--- config.mk ---
export PLATFORM = sky130hd
export DESIGN_NAME = pwm_tone_generator_flat
export DESIGN_NICKNAME = d
export VERILOG_FILES = /design/src/hdl/ptg_pkg.sv /design/src/hdl/ptg_cfg_if.sv /design/src/hdl/ptg_item_if.sv /design/src/hdl/ptg_result_if.sv /design/src/hdl/pwm_tone_generator.sv /design/src/flat_wrapper.sv
export SDC_FILE = /design/constraint.sdc
export NUM_CORES = 2
export LEC_CHECK = 0
export ABC_AREA = 1
export BUFFER_PORTS_ARGS = -buffer_cell sky130_fd_sc_hd__buf_2
export CAP_MARGIN = 10
export CORE_AREA = 3 3 384 196
export DETAILED_ROUTE_END_ITERATION = 6
export DIE_AREA = 0 0 387 199
export MAX_ROUTING_LAYER = met4
export PLACE_DENSITY = 0.66
export SYNTH_ARGS = -nofsm -noshare
export SYNTH_HDL_FRONTEND = slang
export SYNTH_SLANG_ARGS = --single-unit
--- constraint.sdc ---
create_clock -name clk_i -period 6.5 [get_ports clk_i]
set_clock_uncertainty 0.2 [all_clocks]
set_input_delay 1.3 -clock clk_i [delete_from_list [all_inputs] [get_ports clk_i]]
set_output_delay 1.3 -clock clk_i [all_outputs]
set_load 0.02 [all_outputs]
--- src/hdl/ptg_pkg.sv ---
package ptg_pkg;

  localparam int unsigned CLOCK_W = 27;
  localparam int unsigned FREQ_W  = 16;
  localparam int unsigned DUTY_W  = 8;
  localparam int unsigned VALUE_W = 16;
  localparam int unsigned CMP_W   = 15;
  localparam int unsigned OP_W    = 2;

  localparam logic [CLOCK_W-1:0] CLOCK_HZ_RESET = 27'd48000000;
  localparam logic [15:0]        PERIOD_LIMIT   = 16'd65535;

  localparam logic [FREQ_W-1:0] FREQ_MIN = 16'd20;
  localparam logic [FREQ_W-1:0] FREQ_MAX = 16'd20000;
  localparam logic [DUTY_W-1:0] DUTY_MAX = 8'd100;

  typedef enum logic [OP_W-1:0] {
    OP_TICK = 2'd0,
    OP_PLAY = 2'd1,
    OP_STOP = 2'd2
  } op_e;

endpackage

--- src/hdl/ptg_cfg_if.sv ---
interface ptg_cfg_if;
  logic                           valid;
  logic                           ready;
  logic [ptg_pkg::CLOCK_W-1:0]    clock_hz;

  modport source (output valid, output clock_hz, input ready);
  modport sink   (input valid, input clock_hz, output ready);
endinterface

--- src/hdl/ptg_item_if.sv ---
interface ptg_item_if;
  logic                        valid;
  logic                        ready;
  logic [ptg_pkg::OP_W-1:0]    op;
  logic [ptg_pkg::FREQ_W-1:0]  freq_hz;
  logic [ptg_pkg::DUTY_W-1:0]  duty_percent;

  modport source (output valid, output op, output freq_hz, output duty_percent, input ready);
  modport sink   (input valid, input op, input freq_hz, input duty_percent, output ready);
endinterface

--- src/hdl/ptg_result_if.sv ---
interface ptg_result_if;
  logic                         valid;
  logic                         ready;
  logic                         tone_out;
  logic                         is_playing;
  logic [ptg_pkg::VALUE_W-1:0]  prescale_value;
  logic [ptg_pkg::VALUE_W-1:0]  period_value;
  logic [ptg_pkg::CMP_W-1:0]    compare_value;

  modport source (output valid, output tone_out, output is_playing, output prescale_value,
                  output period_value, output compare_value, input ready);
  modport sink   (input valid, input tone_out, input is_playing, input prescale_value,
                  input period_value, input compare_value, output ready);
endinterface

--- src/hdl/pwm_tone_generator.sv ---
// Tick, stop and idle codes: result valid the cycle after accept;
// back-to-back beats are taken while the result slot is free or being drained.
// Play: the result is computed by one shared multiplier, a one-bit-per-cycle
// restoring divider (27 steps) used twice and a reciprocal multiply for the divide by 100.
// Reset (rst_ni low, asynchronous): stopped, counters and timer values zero,
// clock_hz back to 48 MHz, no result pending.
module pwm_tone_generator (
  input  logic          clk_i,
  input  logic          rst_ni,
  ptg_cfg_if.sink       cfg_i,
  ptg_item_if.sink      item_i,
  ptg_result_if.source  result_o
);

  // Sequencer states
  localparam logic [2:0] S_IDLE = 3'd0;  // take beats
  localparam logic [2:0] S_MUL  = 3'd1;  // register one product, load divider or high-time product
  localparam logic [2:0] S_DIV  = 3'd2;  // one quotient bit per cycle
  localparam logic [2:0] S_NEXT = 3'd3;  // use quotient, set up next phase
  localparam logic [2:0] S_FIN  = 3'd4;  // commit settings when result slot frees

  // Phases of the play computation
  localparam logic [1:0] PH_DIV = 2'd0;  // divider = clk / (limit * f) + 1
  localparam logic [1:0] PH_APR = 2'd1;  // apr = clk / (divider * f)
  localparam logic [1:0] PH_CMP = 2'd2;  // cmp = (apr / 2) * duty / 100

  localparam int unsigned NUM_W = ptg_pkg::CLOCK_W;
  localparam int unsigned DEN_W = 31;
  localparam int unsigned CNT_W = $clog2(NUM_W);
  localparam int unsigned VW    = ptg_pkg::VALUE_W;
  localparam int unsigned CW    = ptg_pkg::CMP_W;
  localparam logic [CNT_W-1:0] CNT_LAST = CNT_W'(NUM_W - 1);

  // Divide by 100 as a multiply by ceil(2^29 / 100); exact for products below 2^22
  localparam int unsigned SCALED_W    = 22;
  localparam int unsigned RECIP_W     = 23;
  localparam int unsigned PROD_W      = SCALED_W + RECIP_W;
  localparam int unsigned RECIP_SHIFT = 29;
  localparam logic [RECIP_W-1:0] RECIP_100 = 23'd5368710;

  logic [2:0]                     state_q, state_d;
  logic [1:0]                     phase_q, phase_d;
  logic [ptg_pkg::CLOCK_W-1:0]    clock_hz_q, clock_hz_d;
  logic                           res_valid_q, res_valid_d;

  // Timer state
  logic                           running_q, running_d;
  logic [VW-1:0]                  pre_cnt_q, pre_cnt_d;
  logic [VW-1:0]                  per_cnt_q, per_cnt_d;
  logic [VW-1:0]                  act_pre_q, act_pre_d;
  logic [VW-1:0]                  act_per_q, act_per_d;
  logic [CW-1:0]                  act_cmp_q, act_cmp_d;
  logic [VW-1:0]                  pend_pre_q, pend_pre_d;
  logic [VW-1:0]                  pend_per_q, pend_per_d;
  logic [CW-1:0]                  pend_cmp_q, pend_cmp_d;

  // Datapath of the shared unit
  logic [14:0]                    freq_q, freq_d;
  logic [6:0]                     duty_q, duty_d;
  logic [15:0]                    mul_a_q, mul_a_d;
  logic [14:0]                    mul_b_q, mul_b_d;
  logic [NUM_W-1:0]               num_q, num_d;
  logic [NUM_W-1:0]               rem_q, rem_d;
  logic [DEN_W-1:0]               den_q, den_d;
  logic [CNT_W-1:0]               cnt_q, cnt_d;
  logic [VW-1:0]                  calc_pre_q, calc_pre_d;
  logic [VW-1:0]                  calc_per_q, calc_per_d;
  logic [CW-1:0]                  calc_cmp_q, calc_cmp_d;

  logic                           slot_free;
  logic                           item_fire;
  logic [DEN_W-1:0]               product;
  logic [NUM_W:0]                 shifted;
  logic [DEN_W:0]                 diff;
  logic                           quo_bit;
  logic [PROD_W-1:0]              scaled;
  logic [PROD_W-RECIP_SHIFT-1:0]  cmp_quo;
  logic [ptg_pkg::FREQ_W-1:0]     freq_clamp;
  logic [ptg_pkg::DUTY_W-1:0]     duty_clamp;
  logic [VW-1:0]                  apr;

  // The result slot frees when empty or drained this cycle
  assign slot_free  = !res_valid_q || result_o.ready;
  assign item_i.ready = (state_q == S_IDLE) && slot_free;
  assign item_fire  = item_i.valid && item_i.ready;
  assign cfg_i.ready = 1'b1;

  // Result fields follow the timer state; it only moves when a result is loaded
  assign result_o.valid          = res_valid_q;
  assign result_o.tone_out       = running_q && ({1'b0, per_cnt_q} < {2'b0, act_cmp_q});
  assign result_o.is_playing     = running_q;
  assign result_o.prescale_value = pend_pre_q;
  assign result_o.period_value   = pend_per_q;
  assign result_o.compare_value  = pend_cmp_q;

  // Shared multiplier and one restoring-divide step
  assign product = DEN_W'(mul_a_q) * DEN_W'(mul_b_q);
  assign shifted = {rem_q, num_q[NUM_W-1]};
  assign diff    = {{(DEN_W - NUM_W){1'b0}}, shifted} - {1'b0, den_q};
  assign quo_bit = !diff[DEN_W];

  // High-time product divided by 100
  assign scaled  = PROD_W'(num_q[SCALED_W-1:0]) * PROD_W'(RECIP_100);
  assign cmp_quo = scaled[PROD_W-1:RECIP_SHIFT];

  // Clamp play operands
  always_comb begin
    if (item_i.freq_hz < ptg_pkg::FREQ_MIN) begin
      freq_clamp = ptg_pkg::FREQ_MIN;
    end else if (item_i.freq_hz > ptg_pkg::FREQ_MAX) begin
      freq_clamp = ptg_pkg::FREQ_MAX;
    end else begin
      freq_clamp = item_i.freq_hz;
    end
    if (item_i.duty_percent > ptg_pkg::DUTY_MAX) begin
      duty_clamp = ptg_pkg::DUTY_MAX;
    end else begin
      duty_clamp = item_i.duty_percent;
    end
  end

  // Period count, never zero
  assign apr = (num_q == '0) ? VW'(1) : num_q[VW-1:0];

  always_comb begin
    state_d     = state_q;
    phase_d     = phase_q;
    clock_hz_d  = clock_hz_q;
    res_valid_d = res_valid_q && !result_o.ready;
    running_d   = running_q;
    pre_cnt_d   = pre_cnt_q;
    per_cnt_d   = per_cnt_q;
    act_pre_d   = act_pre_q;
    act_per_d   = act_per_q;
    act_cmp_d   = act_cmp_q;
    pend_pre_d  = pend_pre_q;
    pend_per_d  = pend_per_q;
    pend_cmp_d  = pend_cmp_q;
    freq_d      = freq_q;
    duty_d      = duty_q;
    mul_a_d     = mul_a_q;
    mul_b_d     = mul_b_q;
    num_d       = num_q;
    rem_d       = rem_q;
    den_d       = den_q;
    cnt_d       = cnt_q;
    calc_pre_d  = calc_pre_q;
    calc_per_d  = calc_per_q;
    calc_cmp_d  = calc_cmp_q;

    if (cfg_i.valid && cfg_i.ready) begin
      clock_hz_d = cfg_i.clock_hz;
    end

    unique case (state_q)
      S_IDLE: begin
        if (item_fire) begin
          case (item_i.op)
            ptg_pkg::OP_TICK: begin
              res_valid_d = 1'b1;
              if (running_q) begin
                if (pre_cnt_q >= act_pre_q) begin
                  pre_cnt_d = '0;
                  // Period wrap: load held settings
                  if (per_cnt_q >= act_per_q) begin
                    per_cnt_d = '0;
                    act_pre_d = pend_pre_q;
                    act_per_d = pend_per_q;
                    act_cmp_d = pend_cmp_q;
                  end else begin
                    per_cnt_d = per_cnt_q + VW'(1);
                  end
                end else begin
                  pre_cnt_d = pre_cnt_q + VW'(1);
                end
              end
            end
            ptg_pkg::OP_PLAY: begin
              freq_d  = freq_clamp[14:0];
              duty_d  = duty_clamp[6:0];
              mul_a_d = ptg_pkg::PERIOD_LIMIT;
              mul_b_d = freq_clamp[14:0];
              phase_d = PH_DIV;
              state_d = S_MUL;
            end
            ptg_pkg::OP_STOP: begin
              running_d   = 1'b0;
              res_valid_d = 1'b1;
            end
            default: begin
              res_valid_d = 1'b1;
            end
          endcase
        end
      end
      S_MUL: begin
        rem_d = '0;
        cnt_d = '0;
        if (phase_q == PH_CMP) begin
          num_d   = product[NUM_W-1:0];
          state_d = S_NEXT;
        end else begin
          num_d   = clock_hz_q;
          den_d   = product;
          state_d = S_DIV;
        end
      end
      S_DIV: begin
        rem_d = quo_bit ? diff[NUM_W-1:0] : shifted[NUM_W-1:0];
        num_d = {num_q[NUM_W-2:0], quo_bit};
        cnt_d = cnt_q + CNT_W'(1);
        if (cnt_q == CNT_LAST) begin
          state_d = S_NEXT;
        end
      end
      S_NEXT: begin
        unique case (phase_q)
          PH_DIV: begin
            calc_pre_d = num_q[VW-1:0];
            mul_a_d    = num_q[VW-1:0] + VW'(1);
            mul_b_d    = freq_q;
            phase_d    = PH_APR;
            state_d    = S_MUL;
          end
          PH_APR: begin
            calc_per_d = apr - VW'(1);
            mul_a_d    = {1'b0, apr[VW-1:1]};
            mul_b_d    = {8'b0, duty_q};
            phase_d    = PH_CMP;
            state_d    = S_MUL;
          end
          default: begin
            calc_cmp_d = (cmp_quo == '0) ? CW'(1) : cmp_quo[CW-1:0];
            state_d    = S_FIN;
          end
        endcase
      end
      S_FIN: begin
        // Hold until the previous result is gone, then commit
        if (slot_free) begin
          pend_pre_d  = calc_pre_q;
          pend_per_d  = calc_per_q;
          pend_cmp_d  = calc_cmp_q;
          if (!running_q) begin
            act_pre_d = calc_pre_q;
            act_per_d = calc_per_q;
            act_cmp_d = calc_cmp_q;
            pre_cnt_d = '0;
            per_cnt_d = '0;
            running_d = 1'b1;
          end
          res_valid_d = 1'b1;
          state_d     = S_IDLE;
        end
      end
      default: begin
        state_d = S_IDLE;
      end
    endcase
  end

  // Control and timer state
  always_ff @(posedge clk_i or negedge rst_ni) begin
    if (!rst_ni) begin
      state_q     <= S_IDLE;
      phase_q     <= PH_DIV;
      clock_hz_q  <= ptg_pkg::CLOCK_HZ_RESET;
      res_valid_q <= 1'b0;
      running_q   <= 1'b0;
      pre_cnt_q   <= '0;
      per_cnt_q   <= '0;
      act_pre_q   <= '0;
      act_per_q   <= '0;
      act_cmp_q   <= '0;
      pend_pre_q  <= '0;
      pend_per_q  <= '0;
      pend_cmp_q  <= '0;
    end else begin
      state_q     <= state_d;
      phase_q     <= phase_d;
      clock_hz_q  <= clock_hz_d;
      res_valid_q <= res_valid_d;
      running_q   <= running_d;
      pre_cnt_q   <= pre_cnt_d;
      per_cnt_q   <= per_cnt_d;
      act_pre_q   <= act_pre_d;
      act_per_q   <= act_per_d;
      act_cmp_q   <= act_cmp_d;
      pend_pre_q  <= pend_pre_d;
      pend_per_q  <= pend_per_d;
      pend_cmp_q  <= pend_cmp_d;
    end
  end

  // Arithmetic datapath, no reset needed
  always_ff @(posedge clk_i) begin
    freq_q     <= freq_d;
    duty_q     <= duty_d;
    mul_a_q    <= mul_a_d;
    mul_b_q    <= mul_b_d;
    num_q      <= num_d;
    rem_q      <= rem_d;
    den_q      <= den_d;
    cnt_q      <= cnt_d;
    calc_pre_q <= calc_pre_d;
    calc_per_q <= calc_per_d;
    calc_cmp_q <= calc_cmp_d;
  end

`ifndef NO_ASSERTIONS
  a_ready_idle : assert property (@(posedge clk_i) disable iff (!rst_ni)
    item_i.ready |-> (state_q == S_IDLE))
    else $error("item ready outside idle");

  a_tone_needs_run : assert property (@(posedge clk_i) disable iff (!rst_ni)
    result_o.tone_out |-> result_o.is_playing)
    else $error("tone high while stopped");

  a_count_bound : assert property (@(posedge clk_i) disable iff (!rst_ni)
    (pre_cnt_q <= act_pre_q) && (per_cnt_q <= act_per_q))
    else $error("timer count beyond active limit");

  a_rem_bound : assert property (@(posedge clk_i) disable iff (!rst_ni)
    (state_q == S_DIV) |-> ({{(DEN_W - NUM_W){1'b0}}, rem_q} < den_q))
    else $error("divider remainder not below divisor");
`endif

endmodule
--- src/flat_wrapper.sv ---
// flat-port wrapper written by rule: the top's interface ports become plain ports
module pwm_tone_generator_flat 
  (clk_i, rst_ni, cfg_i_valid, cfg_i_clock_hz, cfg_i_ready, item_i_valid, item_i_op, item_i_freq_hz, item_i_duty_percent, item_i_ready, result_o_valid, result_o_tone_out, result_o_is_playing, result_o_prescale_value, result_o_period_value, result_o_compare_value, result_o_ready);
  ptg_cfg_if cfg_i_i ();
  ptg_item_if item_i_i ();
  ptg_result_if result_o_i ();
  input  logic clk_i;
  input  logic rst_ni;
  input wire logic [$bits(cfg_i_i.valid)-1:0] cfg_i_valid;
  input wire logic [$bits(cfg_i_i.clock_hz)-1:0] cfg_i_clock_hz;
  output wire logic [$bits(cfg_i_i.ready)-1:0] cfg_i_ready;
  input wire logic [$bits(item_i_i.valid)-1:0] item_i_valid;
  input wire logic [$bits(item_i_i.op)-1:0] item_i_op;
  input wire logic [$bits(item_i_i.freq_hz)-1:0] item_i_freq_hz;
  input wire logic [$bits(item_i_i.duty_percent)-1:0] item_i_duty_percent;
  output wire logic [$bits(item_i_i.ready)-1:0] item_i_ready;
  output wire logic [$bits(result_o_i.valid)-1:0] result_o_valid;
  output wire logic [$bits(result_o_i.tone_out)-1:0] result_o_tone_out;
  output wire logic [$bits(result_o_i.is_playing)-1:0] result_o_is_playing;
  output wire logic [$bits(result_o_i.prescale_value)-1:0] result_o_prescale_value;
  output wire logic [$bits(result_o_i.period_value)-1:0] result_o_period_value;
  output wire logic [$bits(result_o_i.compare_value)-1:0] result_o_compare_value;
  input wire logic [$bits(result_o_i.ready)-1:0] result_o_ready;
  assign cfg_i_i.valid = cfg_i_valid;
  assign cfg_i_i.clock_hz = cfg_i_clock_hz;
  assign cfg_i_ready = cfg_i_i.ready;
  assign item_i_i.valid = item_i_valid;
  assign item_i_i.op = item_i_op;
  assign item_i_i.freq_hz = item_i_freq_hz;
  assign item_i_i.duty_percent = item_i_duty_percent;
  assign item_i_ready = item_i_i.ready;
  assign result_o_valid = result_o_i.valid;
  assign result_o_tone_out = result_o_i.tone_out;
  assign result_o_is_playing = result_o_i.is_playing;
  assign result_o_prescale_value = result_o_i.prescale_value;
  assign result_o_period_value = result_o_i.period_value;
  assign result_o_compare_value = result_o_i.compare_value;
  assign result_o_i.ready = result_o_ready;
  pwm_tone_generator u_core (.clk_i(clk_i), .rst_ni(rst_ni), .cfg_i(cfg_i_i), .item_i(item_i_i), .result_o(result_o_i));
endmodule
* After elaboration in Yosys (flattened, before gate mapping)
Cells that the tools add are included.
** Word-level totals
- Register bits after elaboration :: 350
- Bits in latches :: 0
- Word-level logic and storage cells :: 161
- RAM bits :: 0
- Input bits :: 58
- ROM bits :: 0
- Output and inout port bits :: 52
- Memories :: 0
** Cells by class
- $mul :: 2
- Bitwise logic cells :: 2
- Add/subtract/negate cells :: 6
- Shifts and indexed selects :: 0
- Magnitude comparators :: 6
- Muxes and demuxes :: 72
- Eq/ne operators :: 20
- Reduce and logical (&&, ||, !) cells :: 29
- Divide/modulo/power cells :: 0
** Operators with widths (count)
- 2-to-1 mux 16 bit :: 28
- case mux 16 bit (2 select lines) :: 6
- 2-to-1 mux 15 bit :: 11
- case mux 27 bit (2 select lines) :: 2
- case mux 15 bit (2 select lines) :: 3
- 2-to-1 mux 27 bit :: 2
- adder 16 x 1 -> 16 bit, second input constant :: 3
- multiplier 22 x 22 -> 44 bit, second input constant :: 1
- >= comparator 16 bit :: 2
- subtractor 28 x 31 -> 32 bit :: 1
- multiplier 16 x 15 -> 31 bit :: 1
- zero test 27 bit :: 1
- greater-than comparator 16 x 15 -> 1 bit, second input constant :: 1
- zero test 16 bit :: 1
- less-than comparator 16 x 15 -> 1 bit :: 1
- less-than comparator 16 x 5 -> 1 bit, second input constant :: 1
- subtractor 16 x 1 -> 16 bit, second input constant :: 1
- 2-to-1 mux 3 bit :: 5
- case mux 3 bit (5 select lines) :: 1
- inequality test 2 bit, second input constant :: 6
- AND reduction 4 bit :: 3
- case mux 5 bit (2 select lines) :: 1
- AND reduction 2 bit :: 5
- greater-than comparator 8 x 7 -> 1 bit, second input constant :: 1
- 25 further kinds :: 49

* Logic depth before layout (Yosys ltp)
- Depth after elaboration :: 7
- Gate-level depth with buffers :: 31

* Least setup slack after synthesis
No wires, ideal clock.
- Path type :: reg-to-reg
- Start point :: register u_core.num_q[12]
- End point :: register u_core.calc_cmp_q[0], data pin
- Setup slack :: 0.599 ns
- Clock period less this slack :: 5.901 ns
- Buffers on the path :: 0
- Stages on the path, launching flop included :: 29
- Arrival :: 5.449 ns
- Cells stage by stage :: edfxtp_1 -> inv_1 -> ha_1 -> inv_1 -> fa_1 -> fa_1 -> fa_1 -> inv_1 -> fa_1 -> fa_1 -> inv_1 -> fa_1 -> inv_1 -> ha_1 -> nand2_1 -> nor2_1 -> inv_1 -> nor2_1 -> inv_1 -> nor2_1 -> nand3_1 -> nand3_1 -> nand2_1 -> nand2_1 -> nor2_1 -> nand2_1 -> nor2_1 -> nand2_1 -> nand2_1
** On the way
- Longest elaborated chain between the ends :: 2
** Ends and longest elaborated chain
- from (decl) :: RTL line pwm_tone_generator.sv:62 : logic [NUM_W-1:0] num_q, num_d;
- from (signal assigned) :: RTL line pwm_tone_generator.sv:301 : num_q <= num_d;
- multiplier 22 x 22 -> 44 bit * :: RTL line pwm_tone_generator.sv:103 : assign scaled = PROD_W'(num_q[SCALED_W-1:0]) * PROD_W'(RECIP_100);
- zero test 16 bit :: RTL line pwm_tone_generator.sv:233 : calc_cmp_d = (cmp_quo == '0) ? CW'(1) : cmp_quo[CW-1:0];
- to (signal assigned) :: RTL line pwm_tone_generator.sv:307 : calc_cmp_q <= calc_cmp_d;
- to (decl) :: RTL line pwm_tone_generator.sv:68 : logic [CW-1:0] calc_cmp_q, calc_cmp_d;
Mark *: on every way between the ends. The rest lies on a longest branch, timed or not.
A chain may end at the register's enable or synchronous reset.

* Final worst setup path
- Start point :: register u_core.num_q[8]
- End point :: register u_core.calc_cmp_q[0], data pin
Same word-level chain as after synthesis.

==> metrics.txt <==
status finished, final reports clean; clk root buf clkbuf_16; vias post-DR 29500; worst setup margin 0.254 ns; TritonCTS clock tree yes; Yosys warning count 0; most common library cells after synthesis 1026 x nand2_1, 933 x inv_1, 422 x ha_1; CP delay by family, top adder cells; flop and latch count out of synthesis 350; Hold Slack 0.285 ns; remaining global-route overflow 0; min-delay worst type flip-flop to flip-flop; fillers 6537; drt pass-1 iters 6; Reg clk slew, reported paths 0.07 ns; EDFF count, synth 190; CP endpoint kind flip-flop; H-Tree Depth 2; endpoints failing setup 0; die area 77000 sq um; first-pass GRT wire length 169 mm; Synth area leaders fa_1 20%, edfxtp_1 16%, ha_1 15%; max-slew violation count 0; core area 72400 sq um; clock tree buffer depth 3; clk_lat worst skew 0.59 ns; Initial Utilization 0.498; cell row count 70; crit path kind flip-flop to flip-flop; DR iter-0 viols 3595; CP Buf/Inv Count 7; die height 199 um; Net Count, Synth 5125; most numerous cell in the Yosys netlist nand2_1; total wire length 112 mm; # IOs 110; vias per std cell 5.35; period utilization 0.961; routed length per instance 20.3 um; port buffer count 108; All-Layer GR Usage 0.300; Mapped Cells 4286; most common flop cell mapped by yosys edfxtp_1; largest net degree at the start of global routing 95; CP Data Required Time 6.62 ns; vias in the first global route 27000; dpl ws 0.0848 ns; CTS Buf Count 36; Die W 387 um; max-cap violation count 0; Placer Congestion 1.08; synthesized area per cell 8.41 sq um; count of cell types in the netlist 59; Slowest cell on crit path edfxtp_1; sequential area share after synthesis 0.270; clock sinks 350; Slew Limit Headroom 0.317; leading area contributor after synthesis fa_1; Syn-to-layout area delta 12.6%; nets@finish 5356; initial antenna violation count 3; asr flop ratio synth 0.457; antenna-violating nets left 0; Mapped Area 36100 sq um; CP max FO 7; post-synth top area share 0.199; final hold violation count 0; CTS Hold Bufs 0; Setup TNS 0 ns; Tmin final 6.25 ns; Worst Setup Start Kind flip-flop; fmax 0.160 GHz; share of cells above drive strength 1 0.110; global route hottest layer met1; Slew @ Worst Pin 1.02 ns; Largest stage delay, worst path 0.58 ns; DP HPWL 93.1 mm; grt met3 use 0.122; DRC Markers 0; crit path DAT 6.36 ns; met1 Track Usage GR 0.498; met2 usage 0.325; cell mode on critical path nand2_1
what timing repair did:
item / in CTS / in global routing
setup buffers: 0 / 34
setup endpoints to repair: 0 / 32
resized for setup: 0 / 84
metal layers:
metal  up-vias  wire length (um)
met5         -                 0
met4         0               966
met3        83             16900
met2      1472             36900
met1     14100             57100
li1      13800                 -
layout make-up:
class,count,area [sq um],share of cell area
Sequential cell,350,9720,0.239
Multi-Input combinational cell,2886,22700,0.558
Inverter,941,3540,0.0871
Antenna cell,1,2.50,0.0000616
Tap cell,972,1220,0.0299
Timing Repair Buffer,302,2180,0.0537
Clock inverter,15,203,0.00499
Clock buffer,50,1070,0.0264
flip-flops by register name (all words and copies together), names as in the netlist, 27 cells and up:
register / count
u_core.clock_hz_q: 27
u_core.den_q: 31
u_core.num_q: 27
u_core.rem_q: 27
logic make-up (layout without fill, tap and decap cells):
kind of cell	after synthesis	count (layout)	share of synthesized area
AND/OR/NAND/NOR	1485	1485	0.166
buffers and inverters	1050	1308	0.111
adder cells (fa/ha/maj)	781	781	0.346
AO/OA/AOI/OAI	496	496	0.0750
flip-flops	350	350	0.270
XOR/XNOR	81	81	0.0197
multiplexers	42	42	0.0124
other	1	2	0.000104
final timing paths:
kind	endpoint	slack [ns]	startpoint	cells past startpoint
worst min register to register	u_core.result_o.prescale_value[2]$_DFFE_PN0P_	0.29	u_core.calc_pre_q[2]$_DFFE_PP_	2
max in group asynchronous	u_core.clock_hz_q[26]$_DFFE_PN0P_	4.46	rst_ni	2
worst min-delay path	u_core.result_o.prescale_value[2]$_DFFE_PN0P_	0.29	u_core.calc_pre_q[2]$_DFFE_PP_	2
worst max register to register	u_core.calc_cmp_q[0]$_SDFFCE_PN1P_	0.25	u_core.num_q[8]$_DFFE_PP_	27
worst max-delay path	u_core.calc_cmp_q[0]$_SDFFCE_PN1P_	0.25	u_core.num_q[8]$_DFFE_PP_	27
min in group asynchronous	u_core.per_cnt_q[9]$_DFFE_PN0P_	0.46	rst_ni	1
stage by stage:
| step | std cells | area (sq um) | utilization |
|---|---|---|---|
| after floorplan | 4286 | 36100 | - |
| after global placement | 5417 | 38700 | 0.534 |
| after detailed placement | 5417 | 38700 | 0.534 |
| after CTS | 5482 | 40000 | 0.552 |
| after global routing | 5517 | 40600 | 0.561 |
| final | 5517 | 40600 | 0.561 |
placed cells by master, fill, tap and decap left out, types with 33 or more instances in the layout:
cell	netlist	final
edfxtp_1	190	190
o21ai_0	187	184
buf_4	2	177
o21ai_1	52	54
dfrtp_1	150	150
nor2_1	247	230
xnor2_1	33	33
nand2_1	1026	1011
clkbuf_16	0	40
a21oi_1	161	150
nand3_1	113	113
inv_1	933	926
buf_2	9	107
xor2_1	48	47
ha_1	422	407
fa_1	359	349
tightest hold or removal path: cells and delay by family (launching register included):
family | cells | cell delay (ns)
simple gates | 2 | 0.12
flops | 1 | 0.34
Power is left out: the tool's default activity adds up to more than one toggle a clock period on the data nets, which glitch-free logic cannot reach.
